===== config.mk =====
export PLATFORM = sky130hd
export DESIGN_NAME = rbsi_combine
export DESIGN_NICKNAME = d
export VERILOG_FILES = /design/src/design/rbsi_pkg.sv /design/src/design/rbsi_combine.sv
export SDC_FILE = /design/constraint.sdc
export NUM_CORES = 1
export LEC_CHECK = 0
export BUFFER_PORTS_ARGS = -buffer_cell sky130_fd_sc_hd__buf_2
export CAP_MARGIN = 10
export CORE_MARGIN = 3
export CORE_UTILIZATION = 34
export CTS_CLUSTER_SIZE = 20
export DETAILED_ROUTE_END_ITERATION = 12
export PLACE_DENSITY = 0.55
export SYNTH_ARGS = -nofsm -noshare
export SYNTH_HDL_FRONTEND = slang
export SYNTH_SLANG_ARGS = --single-unit
export TNS_END_PERCENT = 1

===== constraint.sdc =====
create_clock -name clk -period 8.77 [get_ports clk]
set_clock_uncertainty 0.2 [all_clocks]
set_input_delay 0.4385 -clock clk [delete_from_list [all_inputs] [get_ports clk]]
set_output_delay 0.4385 -clock clk [all_outputs]
set_load 0.01 [all_outputs]

===== src/design/rbsi_pkg.sv =====
`default_nettype none
package rbsi_pkg;

  // Q16.16 coordinates and slab parameters.
  localparam int unsigned QW = 32;
  // The numerator (bound - origin) * 2^16 is 33 + 16 bits wide.
  localparam int unsigned NUMW = QW + 1 + 16;

  localparam logic signed [QW-1:0] Q_MAX = {1'b0, {(QW-1){1'b1}}};
  localparam logic signed [QW-1:0] Q_MIN = {1'b1, {(QW-1){1'b0}}};

  // Divider latency: magnitude stage, one stage per quotient bit, saturation stage.
  localparam int unsigned DIV_LAT = NUMW + 2;
  // Latency of the interval combine unit.
  localparam int unsigned CMB_LAT = 3;

  typedef enum logic [2:0] {
    REG_MIN_X = 3'd0,
    REG_MIN_Y = 3'd1,
    REG_MIN_Z = 3'd2,
    REG_MAX_X = 3'd3,
    REG_MAX_Y = 3'd4,
    REG_MAX_Z = 3'd5
  } cfg_reg_t;

  // Per-ray flags that travel beside the dividers.
  typedef struct packed {
    logic [2:0] zero;  // direction component is zero on that axis
    logic       pass;  // every zero-direction axis has its origin inside the bounds
  } side_t;

endpackage
`default_nettype wire


===== src/design/rbsi_combine.sv =====
`default_nettype none
module rbsi_combine
  import rbsi_pkg::*;
(
  input  wire logic                 clk,
  input  wire logic                 en,
  input  wire side_t                side,
  input  wire logic signed [QW-1:0] t0 [0:2],
  input  wire logic signed [QW-1:0] t1 [0:2],
  output logic                      hit
);

  logic signed [QW-1:0] lo_a [0:2];
  logic signed [QW-1:0] hi_a [0:2];
  logic                 pass1;
  logic signed [QW-1:0] lo;
  logic signed [QW-1:0] hi;
  logic                 pass2;
  logic signed [QW-1:0] lo01;
  logic signed [QW-1:0] hi01;

  // Order each axis pair; an axis with zero direction sets no limit.
  always_ff @(posedge clk) begin
    if (en) begin
      for (int a = 0; a < 3; a++) begin
        if (side.zero[a]) begin
          lo_a[a] <= Q_MIN;
          hi_a[a] <= Q_MAX;
        end else if (t0[a] > t1[a]) begin
          lo_a[a] <= t1[a];
          hi_a[a] <= t0[a];
        end else begin
          lo_a[a] <= t0[a];
          hi_a[a] <= t1[a];
        end
      end
      pass1 <= side.pass;
    end
  end

  assign lo01 = (lo_a[0] > lo_a[1]) ? lo_a[0] : lo_a[1];
  assign hi01 = (hi_a[0] < hi_a[1]) ? hi_a[0] : hi_a[1];

  always_ff @(posedge clk) begin
    if (en) begin
      lo    <= (lo01 > lo_a[2]) ? lo01 : lo_a[2];
      hi    <= (hi01 < hi_a[2]) ? hi01 : hi_a[2];
      pass2 <= pass1;
      hit   <= pass2 && (lo <= hi);
    end
  end

endmodule
`default_nettype wire


==> results of run 1 <==
==> kinds of logic (layout without fill, tap and decap cells) <==
kind of cell	Yosys count	after routing	synth area share, %
DFF	259	259	41.05
adders and majority gates	254	254	16.77
and+or+nand+nor	397	397	11.19
other	0	2	0
muxes	99	99	5.858
buffers and inverters	373	547	7.549
AOI/OAI and AO/OA	535	535	17.57
==> critical path, stage by stage, from the launching register on <==
cell	delay, ns
edfxtp_1	0.40
ha_1	0.35
nand4_1	0.16
nor4_1	0.55
nor4b_1	0.31
a211o_1	0.17
a311oi_1	0.06
o21a_1	0.13
o211ai_1	0.75
mux2_2	0.43
ha_1	0.36
and3_1	0.19
nand4_1	0.12
or4_1	0.61
or4_1	0.58
o31a_1	0.34
and4b_4	0.22
nor3_4	0.09
buf_4	0.40
mux2_2	0.39
==> how the worst min path moves through the flow <==
stage                       end  slack [ns]  depth (start not counted)
floorplan                 pass2        0.20                          0
CTS                 lo_a[1][20]       0.001                          2
global placement          pass2        0.21                          0
finish               hi_a[2][1]        0.03                          3
detailed placement        pass2        0.21                          0
global route         lo_a[1][2]       0.006                          2
==> per-layer routing <==
metal | vias up | wire length [um]
met5 | - | 13
met4 | 2 | 1185
met3 | 69 | 3648
met2 | 560 | 24600
met1 | 7344 | 28320
li1 | 7481 | -
==> through the flow <==
step / hold slack [ns] / cell area [sq um]
global placement: 0.2092 / 20640
detailed placement: 0.2083 / 20640
global route: 0.006223 / 21820
floorplan: 0.2003 / 18950
CTS: 0.001301 / 21780
finish: 0.02663 / 21820
==> power breakdown <==
part / internal, mW / switching [mW] / leakage [nW] / total (mW)
combinational: 0.555 / 0.732 / 6.63 / 1.29
sequential: 1.56 / 0.0852 / 2.54 / 1.65
clock: 0.817 / 0.517 / 0.509 / 1.33
==> what timing repair did <==
action / CTS / global route
gates resized for setup: 0 / 0
hold buffers: 9 / 0
hold endpoints to repair: 6 / 0
==> layout make-up <==
class	count	share of cell area, %
inverters	263	4.525
multi-input cells	1285	44.88
clock inverters	21	1.199
repair buffers	229	5.884
well taps	739	4.238
diodes	2	0.02294
flip-flops and latches	259	35.65
clock buffers	34	3.607
==> sequential cells by signal, summed over array words and instances, names as in the netlist <==
register / flops
lo_a: 96
pass1: 1
lo: 32
hit: 1
hi: 32
hi_a: 96
pass2: 1
==> cells in the final DEF (no fill, tap or decap), drive strengths merged, types with 3 or more instances in the layout <==
cell,netlist,layout
a2111oi,3,3
a211oi,8,8
a21o,53,53
a21oi,128,128
a22o,33,33
a2bb2oi,32,32
a31oi,39,39
and3,6,6
and4,3,3
buf,21,220
bufinv,0,6
clkbuf,89,34
clkinv,0,11
clkinvlp,0,3
dlygate4sd3,0,9
edfxtp,259,259
ha,254,254
inv,263,264
mux2,95,95
mux2i,4,4
nand2,72,72
nand2b,8,8
nand3,113,113
nand4,69,69
nor2,28,28
nor2b,19,19
nor3,19,19
nor3b,3,3
nor4,39,39
o211ai,5,5
o21a,14,14
o21ai,169,169
o21bai,3,3
o31ai,32,32
or4,5,5
==> results.yml, run 1 <==
run_status:
  status: "complete, no violations"
sta:
  rsz0062_at_grt: "no"
  max_freq_mhz: 141.1
  tightest_slew_ns: 1.253
  slew_headroom_pct: 16.48
  setup_ws_ns: 1.685
  post-route-period-util_pct: 80.79
  setup_tns_ns: 0
  finalHoldViolations: 0
  finalSetupViolCount: 0
  period_minus_slack_ns: 7.085
  maxSlewViolCount: 0
logic_synthesis:
  syn-num-nets: 2369
  ys_ff_latch: 259
  synth_cells: 1917
  synth_cell_types: 58
  synth_most_common_cell: "inv_1"
  synth_edf_count: 259
  syn_area_sq_um: 18950
  yosysSeqAreaShare_pct: 41.05
  ys.flop_type: "edfxtp_1"
  synthesis.area_per_instance_sq_um: 9.883
  synth_commonest_cells: "inv_1, edfxtp_1, ha_1, o21ai_0, a21oi_1"
  synth_area_leaders: "edfxtp_1, ha_1, mux2_2"
  yosysWarnings: 0
  synth_area_leader_cell: "edfxtp_1"
  async_flop_share_pct: 0
  yosysTopAreaCellShare_pct: 41.05
power_and_ir_drop:
  cellPowerDensity_nw_per_um2: 195.8
  leakage_nw: 9.675
  ir_drop_v: 0.0001367
  total_power_mw: 4.272
place:
  place_ws_ns: 1.694
  hpwl_um: 44350
  port_buffers: 198
  place_congestion: 0.8768
  place_inst: 2764
job:
  maxCapViolations: 0
routing:
  vias_per_cell: 5.458
  dr.first_iter.drc_count: 1379
  wl_per_cell_um: 20.40
  vias: 15456
  route.detailed.drc: 0
  dr.pass1.iters: 5
  drtAntennaViolNets: 0
  wl_um: 57770
setup_path:
  startpoint_type: "register"
  cp-end-kind: "register"
  r2r-start: "lo_a[0][31]"
  cp_max_fo: 32
  r2r_end: "lo[29]"
  arrival_ns: 7.19
  path_class: "register to register"
  r2r_slack_ns: 1.68
  setup.worst_path.start: "lo_a[0][31]"
  worstRegToRegCells: 19
  crit_path_end: "lo[29]"
  required_ns: 8.87
floorplan:
  die_h_um: 242.1
  rows: 85
  dieArea_sq_um: 58590
  die_x_um: 242.1
  start_util_pct: 34.79
  ios: 199
  core_sq_um: 54450
hold_path:
  worstHoldPathType: "input port to register"
  hold_start: "t0[1]"
clocking:
  cts_buffers: 30
  cts.sinks: 259
  cts-htree-levels: 1
  post_cts_buffers: 0
  clk_latency_ns: 0.58
  root_buffer: "clkbuf_16"
  cts_buffer_depth: 3
  clkTransAtPathRegs_ns: 0.06
  cts_tree: "yes"
layout:
  drive_gt1_share_pct: 17.98
  syn_to_final_growth_pct: 15.16
  multi_input_area_sq_um: 9791
  num-nets-final: 2520
  seq_area_sq_um: 7777
  finalNonFillerCells: 2832
  fillers: 5361
  final_util_pct: 40.07
grt:
  gr-total-overflow: 0
  antenna_found_initial: 3
  grt_first_pass_wirelength_um: 87690
  grt_use_total_pct: 19.10
  gr-max-usage-layer: "met1"
  globalRouteMet3Util_pct: 2.291
  met1_usage_pct: 28.98
  grt.met2_usage_pct: 28.85
  grt_pass1_vias: 14871
  grt_max_degree: 138
Note: power is estimated with default switching activity, not from simulation.
==> run 2: changes to the inputs <==
PLACE_DENSITY = 0.57   (was 0.55)
clock period = 5.75 ns   (was 8.77 ns; I/O delays follow)
==> run 2 against run 1 <==
  * The flow now finishes with violations (negative setup slack)
  * Fmax is 17% higher
  * Non-clock buffer count is 355 higher
  * Sequential power is 52% higher
  * Hold slack worse by 0.013 ns
  * Global-route usage is 0.95 points higher
  * Sequential cell count stayed put
  * Critical endpoint is now lo[19]
  * Largest cell class unchanged
  * Largest power group unchanged
  * Highest routed layer unchanged
==> results.yml, run 2 (synthesized netlist as in run 1, its figures left out) <==
place:
  hpwl_um: 44850
  place_congestion: 0.8746
  dpl_cell_area_sq_um: 21320
  port_buffers: 198
setup_path:
  path_buf_inv: 6
  crit_chain: "ha_4, nand4_1, nor4_2, buf_4, nor4b_4, a211o_1, a311oi_2, o21a_1, o211ai_1, buf_4, buf_6, buf_4, mux2_2, ha_4, nand3_1, or4_4, or4_4, o31a_1, and4b_4, nor3_4, buf_6, clkbuf_16, mux2_2"
  cp_slowest_cell: "or4_4"
  path_class: "register to register"
  worst_path_most_repeated_cell: "buf_4"
  cp-end-kind: "register"
  cp_max_fo: 8
  startpoint_type: "register"
  arrival_ns: 6.18
  required_ns: 5.88
  critical_path.top_delay_family: "simple AND/OR/NAND/NOR gates"
  slowest_delay_ns: 0.54
routing:
  vias_per_cell: 5.332
  wl_um: 60630
  drtAntennaViolNets: 0
  dr.first_iter.drc_count: 1349
  route.detailed.drc: 0
  wl_per_cell_um: 19.02
  dr.pass1.iters: 5
  vias: 16992
floorplan:
  die_h_um: 242.1
  core_sq_um: 54450
  dieArea_sq_um: 58590
  ios: 199
  start_util_pct: 34.79
  die_x_um: 242.1
  rows: 85
power_and_ir_drop:
  ir_drop_v: 0.0002356
  cellPowerDensity_nw_per_um2: 273.9
  leakage_nw: 11.24
clocking:
  cts-htree-levels: 1
  cts_tree: "yes"
  root_buffer: "clkbuf_16"
  cts.sinks: 259
  clkTransAtPathRegs_ns: 0.06
  cts_buffers: 31
  clk_latency_ns: 0.59
  cts_buffer_depth: 3
grt:
  grt_max_degree: 97
  antenna_found_initial: 1
  grt_first_pass_wirelength_um: 93630
  gr-total-overflow: 0
  grt_pass1_vias: 16662
  grt_use_total_pct: 20.05
layout:
  fillers: 5125
  layout_commonest_cell: "dlygate4sd3_1"
  most-common-layout-cells: "dlygate4sd3_1, inv_1, edfxtp_1"
  multi_input_area_sq_um: 9998
  seq_area_sq_um: 7777
  final_util_pct: 46.77
  syn_to_final_growth_pct: 34.42
  num-nets-final: 2876
  top_regs: "hi_a: 96 flops, lo_a: 96 flops"
  drive_gt1_share_pct: 19.74
  fin_area_sq_um: 25470
sta:
  period_minus_slack_ns: 6.049
  maxSlewViolCount: 0
  slew_headroom_pct: 15.99
  setup_ws_ns: -0.2990
  finalHoldViolations: 0
  setup_tns_ns: -8.723
  tightest_slew_ns: 1.260
  rsz0062_at_grt: "yes"
  max_freq_mhz: 165.3
  finalSetupViolCount: 32
  post-route-period-util_pct: 105.2
hold_path:
  worstHoldPathType: "input port to register"
run_status:
  status: "complete, but fails checks"
  violations: "negative setup slack"
job:
  maxCapViolations: 0
==> run 2: cell count changes in the layout (fill, tap and decap cells not counted), moves of 3 or more <==
cell	delta
buf_12	+3
buf_4	+75
buf_6	+4
dlygate4sd3_1	+271
ha_1	-8
ha_4	+8
mux2_2	-5
mux2_4	+5
o21ai_0	-5
o21ai_1	+4
or4_1	-4
or4_4	+4
==> run 2: where the power goes <==
group	internal [mW]	switching, mW	total (mW)
Sequential	2.39	0.125	2.51
Clock	1.25	0.804	2.06
Combinational	1.19	1.22	2.41
Total	4.83	2.15	6.98
==> run 2: worst paths after layout <==
path              slack [ns]     endpoint   startpoint  cells after the start
setup / recovery       -0.30       lo[19]  lo_a[0][31]                     23
hold / removal          0.01  lo_a[0][15]       t1[79]                      3
setup reg to reg       -0.30       lo[19]  lo_a[0][31]                     23
hold reg to reg         0.23        pass2        pass1                      0
==> run 2: routing by layer <==
| metal | wire, um | GRT usage [%] | up-vias | part of all wire, % |
|---|---|---|---|---|
| met5 | 13 | 0 | - | 0.021 |
| met4 | 1784 | 6.100 | 2 | 2.9 |
| met3 | 3347 | 1.970 | 102 | 5.5 |
| met2 | 26670 | 31.43 | 603 | 44 |
| met1 | 28810 | 29.19 | 8096 | 48 |
| li1 | - | - | 8189 | - |
==> run 2: final cells by class <==
cell class	instances	share of cell area, %
multi-input combinational	1285	39.26
sequential	259	30.54
timing repair buffer	584	18.52
inverter	263	3.876
tap	739	3.631
clock buffer	36	3.120
clock inverter	20	1.042
antenna	1	0.009826
==> run 2: worst reg2reg max path: stages (launching register included) <==
cell and delay, ns:
edfxtp_1 0.43, ha_4 0.29, nand4_1 0.16, nor4_2 0.34, buf_4 0.18, nor4b_4 0.17, a211o_1 0.17, a311oi_2 0.05
o21a_1 0.12, o211ai_1 0.16, buf_4 0.16, buf_6 0.13, buf_4 0.14, mux2_2 0.38, ha_4 0.28, nand3_1 0.08
or4_4 0.54, or4_4 0.50, o31a_1 0.27, and4b_4 0.20, nor3_4 0.20, buf_6 0.15, clkbuf_16 0.16, mux2_2 0.34
==> run 2: what timing repair did <==
item / in CTS / in global routing
gates resized for setup: 14 / 18
endpoints found under the setup margin: 64 / 64
hold endpoints to repair: 186 / 0
hold buffers: 280 / 0
gates cloned: 2 / 1
pin swaps: 5 / 8
setup buffers: 3 / 0
==> run 2: through the flow <==
stage	hold slack (ns)	setup WS (ns)	total power, mW	cells
3_3_place_gp	0.2082	-0.3780	4.607	2842
4_1_cts	0.0008636	-0.3444	6.957	3183
3_5_place_dp	0.2174	-0.4625	4.659	2842
2_1_floorplan	0.1864	0.007758	3.878	1917
5_1_grt	0.02770	-0.5013	7.383	3186
6_report	0.01324	-0.2990	6.976	3187
